===== src/rtl/hfc_pkg.sv =====
// ----------------------------------------------------------------------------
// hfc_pkg: shared constants for the half float converter
// Mode codes and IEEE 754 encoding constants.
// ----------------------------------------------------------------------------
package hfc_pkg;

  typedef enum logic {
    MODE_S2H = 1'b0,
    MODE_H2S = 1'b1
  } mode_t;

  localparam logic [15:0] H_INF    = 16'h7C00;
  localparam logic [31:0] S_INF    = 32'h7F80_0000;
  localparam logic [31:0] S_QNAN   = 32'h7FC0_0000;
  localparam logic [22:0] S_ROUND  = 23'h00_1000;

endpackage


===== src/rtl/half_float_converter.sv =====
// ----------------------------------------------------------------------------
// half_float_converter: binary32 <-> binary16 bit pattern converter
// Mode 0 narrows binary32 to binary16, mode 1 widens binary16 to binary32.
// ----------------------------------------------------------------------------
// One result per transaction, one transaction per cycle while out_stall does
// not hold the pipeline. Each item is registered at the input, converted by a
// single pass of shift, round and leading-one logic, and held in a result
// register until it is taken.
// Narrowing rounds normal results half away
// from zero, truncates half subnormals, flushes tiny values and float
// subnormals to signed zero, and maps infinity and NaN to signed infinity.
// Widening is exact; NaN becomes a signed quiet NaN.
module half_float_converter (
  input  logic        clk,
  input  logic        rst,
  input  logic        in_valid,
  output logic        in_stall,
  input  logic        mode,
  input  logic [31:0] operand_bits,
  output logic        out_valid,
  input  logic        out_stall,
  output logic [31:0] converted_bits
);

  logic        in_reg_valid;
  logic        in_reg_mode;
  logic [31:0] in_reg_bits;
  logic        res_advance;
  logic        in_advance;
  logic [31:0] result_next;

  // Pipeline moves when the result slot is free or being taken
  assign res_advance = !out_valid || !out_stall;
  assign in_advance  = !in_reg_valid || res_advance;
  assign in_stall    = !in_advance;

  // Capture input transaction
  always_ff @(posedge clk) begin
    if (rst) begin
      in_reg_valid <= 1'b0;
    end else if (in_advance) begin
      in_reg_valid <= in_valid;
    end
    if (in_advance && in_valid) begin
      in_reg_mode <= mode;
      in_reg_bits <= operand_bits;
    end
  end

  // Narrowing path
  logic        s_sign;
  logic [7:0]  s_exp;
  logic [22:0] s_frac;
  logic [15:0] h_res;
  logic [23:0] s_sub;
  logic [4:0]  s_sh;
  logic [23:0] s_rnd;
  logic [4:0]  h_e;

  always_comb begin
    s_sign = in_reg_bits[31];
    s_exp  = in_reg_bits[30:23];
    s_frac = in_reg_bits[22:0];
    h_e    = 5'(s_exp - 8'd112);
    s_sh   = 5'(8'd113 - s_exp);
    s_sub  = {1'b1, s_frac} >> s_sh;
    s_rnd  = {1'b0, s_frac} + {1'b0, hfc_pkg::S_ROUND} + 24'(s_frac[12]);
    if (in_reg_bits[30:0] == 31'd0) begin
      h_res = {s_sign, 15'd0};
    end else if (s_exp >= 8'd143) begin
      h_res = {s_sign, 15'd0} | hfc_pkg::H_INF;
    end else if (s_exp <= 8'd112) begin
      if (s_exp < 8'd102) begin
        h_res = {s_sign, 15'd0};
      end else begin
        h_res = {s_sign, 5'd0, s_sub[22:13]};
      end
    end else if (s_rnd[23]) begin
      h_res = {s_sign, 5'(h_e + 5'd1), 10'd0};
    end else begin
      h_res = {s_sign, h_e, s_rnd[22:13]};
    end
  end

  // Widening path
  logic        w_sign;
  logic [4:0]  w_exp;
  logic [9:0]  w_frac;
  logic [3:0]  w_p;
  logic [31:0] s_res;
  logic [22:0] w_norm;

  always_comb begin
    w_sign = in_reg_bits[15];
    w_exp  = in_reg_bits[14:10];
    w_frac = in_reg_bits[9:0];
    w_p    = 4'd0;
    for (int i = 0; i < 10; i++) begin
      if (w_frac[i]) w_p = 4'(i);
    end
    w_norm = 23'({w_frac, 13'd0} << (5'd10 - 5'(w_p)));
    if (w_exp == 5'd0) begin
      if (w_frac == 10'd0) begin
        s_res = {w_sign, 31'd0};
      end else begin
        s_res = {w_sign, 8'(8'd103 + 8'(w_p)), w_norm};
      end
    end else if (w_exp == 5'h1F) begin
      s_res = {w_sign, 31'd0} |
              ((w_frac == 10'd0) ? hfc_pkg::S_INF : hfc_pkg::S_QNAN);
    end else begin
      s_res = {w_sign, 8'(8'd112 + 8'(w_exp)), w_frac, 13'd0};
    end
  end

  assign result_next = (in_reg_mode == hfc_pkg::MODE_H2S) ? s_res : {16'd0, h_res};

  // Hold result until taken
  always_ff @(posedge clk) begin
    if (rst) begin
      out_valid <= 1'b0;
    end else if (res_advance) begin
      out_valid <= in_reg_valid;
    end
    if (res_advance && in_reg_valid) begin
      converted_bits <= result_next;
    end
  end

  a_stall_holds: assert property (@(posedge clk) disable iff (rst)
    out_valid && out_stall |=> out_valid && $stable(converted_bits))
    else $error("result changed while stalled");
  a_s2h_upper: assert property (@(posedge clk) disable iff (rst)
    in_reg_valid && res_advance && in_reg_mode == hfc_pkg::MODE_S2H
      |=> converted_bits[31:16] == 16'd0)
    else $error("narrowed result has upper bits set");
  a_no_drop: assert property (@(posedge clk) disable iff (rst)
    in_reg_valid && !res_advance |=> in_reg_valid)
    else $error("pending transaction lost");

endmodule


===== config.mk =====
export PLATFORM = sky130hd
export DESIGN_NAME = half_float_converter
export DESIGN_NICKNAME = d
export VERILOG_FILES = /design/src/rtl/hfc_pkg.sv /design/src/rtl/half_float_converter.sv
export SDC_FILE = /design/constraint.sdc
export NUM_CORES = 1
export LEC_CHECK = 0
export BUFFER_PORTS_ARGS = -buffer_cell sky130_fd_sc_hd__buf_2
export CAP_MARGIN = 20
export CORE_MARGIN = 3
export CORE_UTILIZATION = 50
export CTS_CLUSTER_DIAMETER = 50
export DETAILED_ROUTE_END_ITERATION = 16
export GPL_ROUTABILITY_DRIVEN = 0
export PLACE_DENSITY = 0.71
export SLEW_MARGIN = 10
export SYNTH_ARGS = -nofsm -noshare
export SYNTH_HDL_FRONTEND = slang
export SYNTH_SLANG_ARGS = --single-unit

===== constraint.sdc =====
create_clock -name clk -period 5.6 [get_ports clk]
set_input_delay 0.56 -clock clk [delete_from_list [all_inputs] [get_ports clk]]
set_output_delay 0.56 -clock clk [all_outputs]
set_load 0.005 [all_outputs]

==> impl_metrics.py <==
metrics = {
    "setup_path": {
        "reg2regPathDepth": 9,
        "start_kind": "register",
        "path_cells": "nor2b_1 > or3_1 > nor2_4 > inv_1 > ha_1 > or3_1 > and2_1 > o311ai_0 > a31oi_1",
        "end_kind": "register",
        "crit_slowest_cell": "edfxtp_1",
        "cp.arrival_ns": 3.28,
        "crit_fanout": 10,
        "critPathKind": "reg -> reg",
        "slowest_delay_ns": 0.53,
        "critPathMostFrequentCell": "or3_1",
        "crit_required_ns": 5.67,
    },
    "logic_synthesis": {
        "synth_area_leader_cell": "edfxtp_1",
        "synth_top_area_share_pct": 48.1,
        "async_reset_ff_share_pct": 0,
        "synth_common_cells": "64 x edfxtp_1, 30 x nand2_1, 25 x nor2_1",
        "synth_edf_count": 64,
        "yosys_register_bits": 66,
        "synthCells": 379,
        "synth-seq-area-share_pct": 49.1,
        "synth.net_count": 425,
        "avgSynthCellArea_sq_um": 10.5,
        "ys_types": 66,
        "synth_area_sq_um": 4000,
        "ys.flop_type": "edfxtp_1",
        "synth.area.top_cells": "edfxtp_1 48%, mux4_2 4.5%, ha_1 2.8%",
        "synth.yosys.warnings": 0,
        "yosysMostFrequentCell": "edfxtp_1",
    },
    "routing": {
        "drc_errors": 0,
        "detail_route.vias_per_cell": 6.22,
        "dr_total_vias": 3348,
        "drt-initial-drc-count": 540,
        "first_pass_iters": 7,
        "routedWlPerCell_um": 16.7,
        "finalWirelength_mm": 8.98,
        "ant_nets": 0,
    },
    "clock_tree": {
        "hold_buffers": 0,
        "clk_path_buf_depth": 2,
        "numCtsBuffers": 9,
        "cts-resized-gates": 0,
        "htree_levels": 3,
        "clk_transition_reported_paths_ns": 0.07,
        "cts_tree": "built",
        "cts.sinks": 66,
        "clk_latency_ns": 0.34,
        "clockRootBuffer": "clkbuf_8",
        "post_cts_buffers": 0,
    },
    "grt": {
        "grt_pass1_wl_mm": 14.3,
        "grtUsageMet1_pct": 32.0,
        "grt_overflow": 0,
        "top_usage_layer": "met1",
        "gr-usage-all-layers_pct": 20.5,
        "grtUsageMet2_pct": 27.3,
        "grt_pass1_vias": 2875,
        "grt_max_degree": 34,
        "antenna_found_initial": 0,
        "grt_util_met3_pct": 4.74,
    },
    "die": {
        "die_h_um": 95.4,
        "design.die.area_sq_um": 9100,
        "rows": 31,
        "fp.dieW_um": 95.4,
        "core-area_sq_um": 7490,
        "io_pins": 71,
        "initial_utilization_pct": 53.4,
    },
    "sta": {
        "fin_skew_ns": 0.00547,
        "fmax_mhz": 312,
        "rsz0062_at_grt": "no",
        "worst_slack_ns": 2.39,
        "slew_headroom_pct": 52.7,
        "tightest_slew_ns": 0.710,
        "hold_violations": 0,
        "hold_ws_ns": 0.393,
        "period_needed_ns": 3.21,
        "fin_setup_tns_ns": 0,
        "period_share_pct": 57.3,
        "slew_violations": 0,
        "setup_viol": 0,
    },
    "final_layout": {
        "area_growth_pct": 14.2,
        "drive_above_1_share_pct": 25.3,
        "final_nets": 480,
        "diodes": 0,
        "postLayoutCellArea_sq_um": 4560,
        "final_util_pct": 60.9,
        "final_cells": 538,
    },
    "pwr": {
        "pwr-share-seq_pct": 52.2,
        "power.internal_mw": 0.865,
        "ir_drop_mv": 0.192,
        "switching_share_pct": 26.0,
        "pwr-share-clk_pct": 32.9,
        "p_total_mw": 1.17,
        "power_leakage_nw": 1.71,
        "power_density_nw_per_um2": 256,
        "switchingPower_mw": 0.304,
        "combinationalPowerShare_pct": 14.9,
    },
    "outcome": {
        "status": "complete, no violations",
    },
    "placed_design": {
        "dpl.cell_count": 522,
        "pre_cts_ws_ns": 2.45,
        "dpl_cell_area_sq_um": 4370,
        "numPortBuffers": 70,
        "hpwl_mm": 6.51,
    },
    "min_path": {
        "whs_path_depth": 2,
        "worstHoldPathType": "in -> reg",
    },
    "flow_run": {
        "maxCapViolations": 0,
    },
}
logic make-up after synthesis:
logic type | synth area share (%)
AOI/OAI and AO/OA | 16.6
xor gates and xnor gates | 1.53
adders and majority gates | 2.82
buffers and inverters | 4.48
DFF | 49.1
muxes | 5.54
and+or+nand+nor | 19.9
state kept, by name, summed over array words and instances (netlist names):
signal / count
out_valid: 1
converted_bits: 31
in_reg_valid: 1
in_reg_bits: 32
in_reg_mode: 1
worst paths after layout:
kind | endpoint | startpoint | slack, ns
worst max-delay path | converted_bits[22] | in_reg_bits[7] | 2.39
worst max register to register | converted_bits[22] | in_reg_bits[7] | 2.39
worst min register to register | out_valid | in_reg_valid | 0.49
worst min-delay path | out_valid | rst | 0.39
layout by cell type (no fill, tap or decap), types with 4 or more instances in the layout:
cell type,Yosys,layout
buf_2,5,70
edfxtp_1,64,64
nand2_1,30,30
nor2_1,25,25
a21oi_1,20,20
nor3_1,17,17
inv_1,15,15
nand3_1,13,13
o21ai_0,13,13
nand4_1,12,12
clkbuf_8,0,10
o211ai_1,9,9
ha_1,9,9
a31oi_1,8,8
mux4_2,8,8
and3_1,6,6
nand2b_1,5,5
nor2b_1,6,5
or3_1,5,5
or2_2,5,5
or4_1,5,5
nor4_1,4,4
a21o_1,4,4
o31ai_1,4,4
xor2_1,4,4
critical path: cells and delay by family (launching register included):
| family | cells | cell delay [ns] |
|---|---|---|
| adder cells (fa/ha/maj) | 1 | 0.22 |
| buffers and inverters | 1 | 0.12 |
| AND/OR/NAND/NOR | 5 | 1.58 |
| flip-flops | 1 | 0.53 |
| AO/OA/AOI/OAI | 2 | 0.49 |
per-layer routing:
layer,wire [um],share of wire (%)
met4,204,2.3
met2,3580,40
met3,992,11
met5,0,0
met1,4200,47
power by group through the flow:
stage / sequential, mW / clock (mW) / combinational (mW)
final: 0.610 / 0.384 / 0.174
after global placement: 0.619 / 0 / 0.169
after detailed placement: 0.620 / 0 / 0.170
after floorplan: 0.601 / 0 / 0.133
after global routing: 0.614 / 0.415 / 0.192
after CTS: 0.609 / 0.391 / 0.171
final cells by class:
class	instances	area [sq um]
fill	641	2920
sequential	66	1960
multi-input combinational	270	1860
timing repair buffer	72	365
clock buffer	10	138
tap	99	124
clock inverter	6	56.3
inverter	15	56.3
No activity file was read; power rests on OpenSTA's default activity.
